[config.mk]
export PLATFORM = sky130hd
export DESIGN_NAME = ranked_array_list_engine_core
export DESIGN_NICKNAME = d
export VERILOG_FILES = /design/src/rtl/ral_pkg.sv /design/src/rtl/ral_mem.sv /design/src/rtl/ral_seq.sv /design/src/rtl/ranked_array_list_engine_core.sv
export SDC_FILE = /design/constraint.sdc
export NUM_CORES = 2
export LEC_CHECK = 0
export BUFFER_PORTS_ARGS = -buffer_cell sky130_fd_sc_hd__clkbuf_2
export CORE_MARGIN = 5
export CORE_UTILIZATION = 40
export CTS_CLUSTER_DIAMETER = 100
export DETAILED_ROUTE_END_ITERATION = 10
export HOLD_SLACK_MARGIN = 0.1
export PLACE_DENSITY = 0.53
export SYNTH_ARGS = -nofsm -noshare
export SYNTH_HDL_FRONTEND = slang
export SYNTH_HIERARCHICAL = 1
export SYNTH_SLANG_ARGS = --single-unit
[constraint.sdc]
create_clock -name clk_i -period 11.5 [get_ports clk_i]
set_clock_uncertainty 0.2 [all_clocks]
set_input_delay 2.875 -clock clk_i [delete_from_list [all_inputs] [get_ports clk_i]]
set_output_delay 2.875 -clock clk_i [all_outputs]
set_load 0.02 [all_outputs]
[src/rtl/ral_pkg.sv]
// Package for the ranked array list engine: sizes, codes and shared types.
`timescale 1ns / 1ps

package ral_pkg;

  localparam int unsigned CAPACITY   = 64;
  localparam int unsigned DATA_WIDTH = 32;
  localparam int unsigned ADDR_W     = $clog2(CAPACITY);
  localparam int unsigned CNT_W      = $clog2(CAPACITY + 1);
  localparam int unsigned RANK_W     = 7;
  localparam int unsigned ELEM_W     = 32;
  localparam int unsigned CMP_W      = (RANK_W > CNT_W) ? RANK_W : CNT_W;

  localparam logic [CNT_W-1:0] CAP_CNT = CNT_W'(CAPACITY);

  localparam logic STATUS_OK  = 1'b0;
  localparam logic STATUS_ERR = 1'b1;

  typedef enum logic [1:0] {
    KIND_INSERT = 2'd0,
    KIND_REMOVE = 2'd1,
    KIND_READ   = 2'd2
  } kind_e;

  typedef enum logic [2:0] {
    S_IDLE,
    S_INS_SH,
    S_INS_WR,
    S_REM_FIRST,
    S_REM_SH,
    S_RD_CAP,
    S_DONE
  } state_e;

  typedef struct packed {
    logic                  we;
    logic [ADDR_W-1:0]     waddr;
    logic [DATA_WIDTH-1:0] wdata;
    logic                  re;
    logic [ADDR_W-1:0]     raddr;
  } mem_req_t;

  typedef struct packed {
    logic [ELEM_W-1:0] element;
    logic [RANK_W-1:0] removed;
    logic [RANK_W-1:0] fill;
    logic              status;
  } result_t;

endpackage

[src/rtl/ral_mem.sv]
// Element store: one write port, one read port with registered read data.
`timescale 1ns / 1ps

module ral_mem
  import ral_pkg::*;
(
  input  logic                  clk_i,
  input  mem_req_t              req_i,
  output logic [DATA_WIDTH-1:0] rdata_o
);

  logic [DATA_WIDTH-1:0] mem [CAPACITY];
  logic [DATA_WIDTH-1:0] rdata_q;

  always_ff @(posedge clk_i) begin
    if (req_i.we) begin
      mem[req_i.waddr] <= req_i.wdata;
    end
    if (req_i.re) begin
      rdata_q <= mem[req_i.raddr];
    end
  end

  assign rdata_o = rdata_q;

endmodule

[src/rtl/ral_seq.sv]
// Sequencer: checks an item, then walks the store one element a cycle.
`timescale 1ns / 1ps

module ral_seq
  import ral_pkg::*;
(
  input  logic                  clk_i,
  input  logic                  rst_ni,
  input  logic                  start_i,
  input  logic [1:0]            kind_i,
  input  logic [RANK_W-1:0]     rank_i,
  input  logic [RANK_W-1:0]     rank_end_i,
  input  logic [ELEM_W-1:0]     value_i,
  input  logic                  out_free_i,
  input  logic [DATA_WIDTH-1:0] rdata_i,
  output mem_req_t              mem_o,
  output logic                  busy_o,
  output logic                  res_valid_o,
  output result_t               res_o
);

  state_e                state_q, state_d;
  logic [CNT_W-1:0]      count_q, count_d;
  logic [CNT_W-1:0]      ptr_q, ptr_d;
  logic [CNT_W-1:0]      dst_q, dst_d;
  logic [CNT_W-1:0]      lo_q, lo_d;
  logic [CNT_W-1:0]      hi_q, hi_d;
  logic [DATA_WIDTH-1:0] val_q, val_d;
  logic [ELEM_W-1:0]     elem_q, elem_d;
  logic [CNT_W-1:0]      removed_q, removed_d;
  logic                  status_q, status_d;

  logic [CMP_W-1:0] lo_x, hi_x, cnt_x;
  logic [CNT_W-1:0] ptr_step;
  logic             step_down;

  assign lo_x  = CMP_W'(rank_i);
  assign hi_x  = CMP_W'(rank_end_i);
  assign cnt_x = CMP_W'(count_q);

  // shared pointer stepper: down for insert shifting, up for removal
  assign step_down = (state_q == S_INS_SH);
  assign ptr_step  = step_down ? (ptr_q - 1'b1) : (ptr_q + 1'b1);

  always_ff @(posedge clk_i or negedge rst_ni) begin
    if (!rst_ni) begin
      state_q <= S_IDLE;
      count_q <= '0;
    end else begin
      state_q <= state_d;
      count_q <= count_d;
    end
  end

  always_ff @(posedge clk_i) begin
    ptr_q     <= ptr_d;
    dst_q     <= dst_d;
    lo_q      <= lo_d;
    hi_q      <= hi_d;
    val_q     <= val_d;
    elem_q    <= elem_d;
    removed_q <= removed_d;
    status_q  <= status_d;
  end

  always_comb begin
    state_d   = state_q;
    count_d   = count_q;
    ptr_d     = ptr_q;
    dst_d     = dst_q;
    lo_d      = lo_q;
    hi_d      = hi_q;
    val_d     = val_q;
    elem_d    = elem_q;
    removed_d = removed_q;
    status_d  = status_q;
    mem_o     = '0;

    unique case (state_q)
      S_IDLE: begin
        if (start_i) begin
          lo_d      = CNT_W'(rank_i);
          hi_d      = CNT_W'(rank_end_i);
          val_d     = DATA_WIDTH'(value_i);
          elem_d    = '0;
          removed_d = '0;
          status_d  = STATUS_OK;
          state_d   = S_DONE;
          unique case (kind_i)
            KIND_INSERT: begin
              if ((count_q >= CAP_CNT) || (lo_x > cnt_x)) begin
                status_d = STATUS_ERR;
              end else if (lo_x == cnt_x) begin
                state_d = S_INS_WR;
              end else begin
                mem_o.re    = 1'b1;
                mem_o.raddr = ADDR_W'(count_q - 1'b1);
                ptr_d       = count_q - 1'b1;
                dst_d       = count_q;
                state_d     = S_INS_SH;
              end
            end
            KIND_REMOVE: begin
              if ((lo_x > hi_x) || (hi_x > cnt_x)) begin
                status_d = STATUS_ERR;
              end else if (lo_x != hi_x) begin
                mem_o.re    = 1'b1;
                mem_o.raddr = ADDR_W'(rank_i);
                state_d     = S_REM_FIRST;
              end
            end
            KIND_READ: begin
              if (lo_x >= cnt_x) begin
                status_d = STATUS_ERR;
              end else begin
                mem_o.re    = 1'b1;
                mem_o.raddr = ADDR_W'(rank_i);
                state_d     = S_RD_CAP;
              end
            end
            default: status_d = STATUS_ERR;
          endcase
        end
      end

      S_INS_SH: begin
        // move the element read last cycle up one place
        mem_o.we    = 1'b1;
        mem_o.waddr = dst_q[ADDR_W-1:0];
        mem_o.wdata = rdata_i;
        if (ptr_q == lo_q) begin
          state_d = S_INS_WR;
        end else begin
          mem_o.re    = 1'b1;
          mem_o.raddr = ptr_step[ADDR_W-1:0];
          dst_d       = ptr_q;
          ptr_d       = ptr_step;
        end
      end

      S_INS_WR: begin
        mem_o.we    = 1'b1;
        mem_o.waddr = lo_q[ADDR_W-1:0];
        mem_o.wdata = val_q;
        count_d     = count_q + 1'b1;
        state_d     = S_DONE;
      end

      S_REM_FIRST: begin
        elem_d    = ELEM_W'(signed'(rdata_i));
        removed_d = hi_q - lo_q;
        if (hi_q == count_q) begin
          count_d = lo_q;
          state_d = S_DONE;
        end else begin
          mem_o.re    = 1'b1;
          mem_o.raddr = hi_q[ADDR_W-1:0];
          ptr_d       = hi_q;
          dst_d       = lo_q;
          state_d     = S_REM_SH;
        end
      end

      S_REM_SH: begin
        // close the gap: element from ptr lands at dst
        mem_o.we    = 1'b1;
        mem_o.waddr = dst_q[ADDR_W-1:0];
        mem_o.wdata = rdata_i;
        if (ptr_step == count_q) begin
          count_d = dst_q + 1'b1;
          state_d = S_DONE;
        end else begin
          mem_o.re    = 1'b1;
          mem_o.raddr = ptr_step[ADDR_W-1:0];
          ptr_d       = ptr_step;
          dst_d       = dst_q + 1'b1;
        end
      end

      S_RD_CAP: begin
        elem_d  = ELEM_W'(signed'(rdata_i));
        state_d = S_DONE;
      end

      S_DONE: begin
        if (out_free_i) begin
          state_d = S_IDLE;
        end
      end

      default: state_d = S_IDLE;
    endcase
  end

  assign busy_o         = (state_q != S_IDLE);
  assign res_valid_o    = (state_q == S_DONE) && out_free_i;
  assign res_o.element  = elem_q;
  assign res_o.removed  = RANK_W'(removed_q);
  assign res_o.fill     = RANK_W'(count_q);
  assign res_o.status   = status_q;

  a_no_write_idle: assert property (@(posedge clk_i) disable iff (!rst_ni)
    (state_q == S_IDLE) |-> !mem_o.we)
    else $error("store written while idle");

  a_count_cap: assert property (@(posedge clk_i) disable iff (!rst_ni)
    count_q <= CAP_CNT)
    else $error("fill count above capacity");

  a_done_leaves: assert property (@(posedge clk_i) disable iff (!rst_ni)
    (state_q == S_DONE && out_free_i) |=> (state_q == S_IDLE))
    else $error("result handed off but sequencer stuck");

  a_err_clean: assert property (@(posedge clk_i) disable iff (!rst_ni)
    (state_q == S_DONE && status_q == STATUS_ERR) |-> (removed_q == '0 && elem_q == '0))
    else $error("error result carries data");

  a_count_stable_err: assert property (@(posedge clk_i) disable iff (!rst_ni)
    (state_q == S_IDLE && start_i && !$past(busy_o) && status_d == STATUS_ERR)
      |=> $stable(count_q))
    else $error("count changed on an error item");

endmodule

[src/rtl/ranked_array_list_engine_core.sv]
// Top level of the ranked array list engine: handshakes, sequencer, store.
`timescale 1ns / 1ps

// Ranked array list engine.
// Input channel (in_valid_i / in_stall_o) takes one item: kind, rank,
// rank_end, value. Output channel (out_valid_o / out_stall_i) returns one
// result per item: element, removed_count, fill_count, status.
// One item at a time: in_stall_o is high from acceptance until the
// sequencer is back in idle. The work per item, acceptance to next
// acceptance, is set by the walk through the store, one element a cycle:
//   insert at rank r into n elements : shift ranks r..n-1 up, write at r
//   remove [r, e) from n elements    : capture rank r, move e..n-1 to r
//   read                             : capture rank r
//   any error, or empty range        : no walk, straight to the result
// The sequencer hands a result into the output register once that register
// is free. A result waiting under out_stall_i does not block the next
// item; the one after that waits until the output register frees.
// Reset clears the fill count, the sequencer state and the output valid
// flag; the store itself is not cleared, only ranks below the fill count
// are ever read.

module ranked_array_list_engine_core
  import ral_pkg::*;
(
  input  logic              clk_i,
  input  logic              rst_ni,
  input  logic              in_valid_i,
  output logic              in_stall_o,
  input  logic [1:0]        kind_i,
  input  logic [RANK_W-1:0] rank_i,
  input  logic [RANK_W-1:0] rank_end_i,
  input  logic [ELEM_W-1:0] value_i,
  output logic              out_valid_o,
  input  logic              out_stall_i,
  output logic [ELEM_W-1:0] element_o,
  output logic [RANK_W-1:0] removed_count_o,
  output logic [RANK_W-1:0] fill_count_o,
  output logic              status_o
);

  mem_req_t              mem_req;
  logic [DATA_WIDTH-1:0] rdata;
  logic                  busy;
  logic                  res_valid;
  result_t               res;
  logic                  out_free;
  logic                  out_valid_q, out_valid_d;
  result_t               out_q;

  assign out_free   = !out_valid_q || !out_stall_i;
  assign in_stall_o = busy;

  ral_seq u_seq (
    .clk_i       (clk_i),
    .rst_ni      (rst_ni),
    .start_i     (in_valid_i && !busy),
    .kind_i      (kind_i),
    .rank_i      (rank_i),
    .rank_end_i  (rank_end_i),
    .value_i     (value_i),
    .out_free_i  (out_free),
    .rdata_i     (rdata),
    .mem_o       (mem_req),
    .busy_o      (busy),
    .res_valid_o (res_valid),
    .res_o       (res)
  );

  ral_mem u_mem (
    .clk_i   (clk_i),
    .req_i   (mem_req),
    .rdata_o (rdata)
  );

  always_comb begin
    if (res_valid) begin
      out_valid_d = 1'b1;
    end else if (out_stall_i) begin
      out_valid_d = out_valid_q;
    end else begin
      out_valid_d = 1'b0;
    end
  end

  always_ff @(posedge clk_i or negedge rst_ni) begin
    if (!rst_ni) begin
      out_valid_q <= 1'b0;
    end else begin
      out_valid_q <= out_valid_d;
    end
  end

  always_ff @(posedge clk_i) begin
    if (res_valid) begin
      out_q <= res;
    end
  end

  assign out_valid_o     = out_valid_q;
  assign element_o       = out_q.element;
  assign removed_count_o = out_q.removed;
  assign fill_count_o    = out_q.fill;
  assign status_o        = out_q.status;

endmodule
==> results.json <==
{
  "drc": 0,
  "synthFlopType": "edfxtp_1",
  "cts_tree": "done",
  "synth_edf_count": 2227,
  "drt_iter0_drc": 4997,
  "drt-wirelength-per-cell_um": 33.43,
  "yosysWarnings": 6,
  "fill_cells": 18104,
  "grt_pass1_wl_um": 338600,
  "hpwlAfterDp_um": 133700,
  "routed_via_density": 5.898,
  "num_rows": 171,
  "clkLatencyLatePin_ps": 870,
  "ys_top_cells_by_count": "2227 x edfxtp_1, 544 x mux4_2, 159 x nor2_1",
  "port-buffer-count": 100,
  "antenna_found_initial": 13,
  "io_pins": 101,
  "final_nets": 4303,
  "synth_top_area_share_pct": 76.99,
  "async_flop_share_pct": 0.4915,
  "die_area_mm2": 0.2266,
  "slew_headroom_pct": 19.34,
  "slew_violations": 0,
  "synth.most_common_cell": "edfxtp_1",
  "clk_pin_slew_ps": 60,
  "ys_ff_latch": 2238,
  "clock_sinks": 2238,
  "cts_made_buffers": 222,
  "die-height_um": 476,
  "grt_pass1_vias": 42638,
  "syn_nets": 4055,
  "vdd_drop_max_mv": 0.2408,
  "gr-total-overflow": 0,
  "worstHoldPathType": "flip-flop to flip-flop",
  "cts_buffer_depth": 3,
  "finalSetupViolCount": 0,
  "crit_path_max_fanout": 55,
  "post_cts_resized": 0,
  "power.total_w": 0.02716,
  "dp.cells": 6848,
  "power_density_mw_per_mm2": 275.2,
  "hold_violations": 0,
  "grt_max_degree": 96,
  "avgSynthCellArea_um2": 21.88,
  "leakagePower_nw": 30.51,
  "rsz0062_at_grt": "no",
  "postRouteAntennaNets": 0,
  "worst_pin_slew_ps": 1210,
  "area_delta_synth_final_pct": 13.62,
  "vias": 42777,
  "wl_um": 242500,
  "root_buffer": "clkbuf_16",
  "cap_viol_max_count": 0,
  "yosys.cell_types.count": 74,
  "instances_no_fill": 7253,
  "min_period_ps": 8353,
  "drive_gt1_share_pct": 27.66,
  "synth_top_area_cell": "edfxtp_1",
  "grt_use_total_pct": 21.37,
  "fin_setup_tns_ps": 0,
  "core_mm2": 0.2165,
  "drt_pass1_iterations": 6,
  "endpoint_kind": "flip-flop",
  "reg2reg_slack_ps": 3700,
  "netlist_area_mm2": 0.08686,
  "required_ps": 11900,
  "ctsHoldBuffers": 0,
  "max_freq_mhz": 119.7,
  "ctsHtreeMaxLevel": 4,
  "die_width_um": 476,
  "crit_arrival_ps": 8750,
  "seq_area_frac_synth_pct": 77.30,
  "place_congestion": 0.8158,
  "path_class": "primary input to flip-flop",
  "start_util_pct": 40.12,
  "period_share_pct": 72.64,
  "postSynthCellCount": 3970,
  "status": "finished, final reports clean",
  "synth_area_leaders": "edfxtp_1 77%, mux4_2 14%, mux2i_1 1.1%, nor2_1 0.69%, o22ai_1 0.61%",
  "worstSetupStartpointType": "primary input",
  "final_util_pct": 45.58,
  "cts_setup_buffers": 0
}
## layout by cell type (no fill, tap or decap), drive strengths merged, types with 8 or more instances in the layout
master and n:
bufinv 11, nand3 17, a21o 10, nor3 24, edfxtp 2227, inv 49, nand4 9, clkbuf 372
dfrtp 11, buf 146, mux2i 97, mux4 544, ha 32, nor2 159, clkinvlp 9, xor2 20
xnor2 32, and3 42, o221ai 36, clkinv 103, a311oi 8, nor2b 26, a22o 44, o21ai 16
nand2 58, a22oi 12, o22ai 85, a21oi 87, nand2b 15
## per-stage QoR
step                      worst slack (ps)  cell area [um^2]  hold WS, ps
after floorplan                       4649             86860        200.3
after global placement                2160             91810        201.4
after detailed placement              2282             91810        204.5
after CTS                             3225             98680        219.4
after global routing                  2884             98680        231.8
final                                 3147             98700        216.8
## registers in the layout, summed over array words and instances (netlist names), 32 cells and up
name and count:
element_o 32, u_seq/val_q 32, u_mem/rdata_o 32, u_mem/mem 2048
u_seq/elem_q 32
## worst max-delay path, stage by stage
cell	delay [ps]
clkbuf_2	100
inv_1	170
ha_1	280
nand2b_1	150
a21o_1	180
a21oi_1	150
o21ai_0	170
o32ai_1	290
nand2b_1	430
o221ai_4	1070
buf_4	330
buf_12	380
buf_4	430
mux4_2	570
mux4_2	530
o22ai_1	420
nor2_1	100
## power breakdown
part / switching (W) / leakage [nW] / internal, W / total [W]
combinational: 0.00599 / 6.66 / 0.00291 / 0.00890
clock: 0.00308 / 3.33 / 0.00383 / 0.00691
sequential: 0.000347 / 20.5 / 0.0110 / 0.0113
total: 0.00942 / 30.5 / 0.0177 / 0.0272
## path summary, 6_finish.rpt
check	startpoint	to	cells after the start
worst max-delay path	rank_i[0]	u_mem/rdata_o[29]	17
worst min-delay path	u_seq/elem_q[10]	element_o[10]	0
worst max register to register	u_seq/state_q[0]	u_mem/rdata_o[29]	19
worst min register to register	u_seq/elem_q[10]	element_o[10]	0
max in group asynchronous	rst_ni	u_seq/state_q[2]	1
min in group asynchronous	rst_ni	u_seq/cnt_x[0]	1
## layer usage
metal / global-route usage [%] / up-vias / part of all wire (%)
met1: 31.19 / 23392 / 42
met2: 33.29 / 1814 / 47
li1: - / 17232 / -
met5: 0 / - / 0
met3: 3.517 / 339 / 7.8
met4: 6.592 / 0 / 3.2
## kinds of logic (layout without fill, tap and decap cells)
| family | count (synthesis) | count (layout) | share of synthesized area [%] |
|---|---|---|---|
| AND/OR/NAND/NOR | 393 | 393 | 2.240 |
| buffers and inverters | 267 | 690 | 1.417 |
| AO/OA/AOI/OAI | 344 | 344 | 2.764 |
| XOR/XNOR | 52 | 52 | 0.5330 |
| adder cells (fa/ha/maj) | 33 | 33 | 0.4840 |
| multiplexers | 643 | 643 | 15.26 |
| flip-flops | 2238 | 2238 | 77.30 |
| other | 0 | 6 | 0 |
## area by class of cell
class / count / area (um^2) / area share (%)
flip-flops and latches: 2238 / 67150 / 68.04
clock buffers: 272 / 5816 / 5.892
inverters: 45 / 168.9 / 0.1711
multi-input cells: 1465 / 19160 / 19.41
diodes: 6 / 15.01 / 0.01521
clock inverters: 127 / 1059 / 1.073
well taps: 2854 / 3571 / 3.618
repair buffers: 246 / 1759 / 1.782
(Power assumes the default switching activity.)
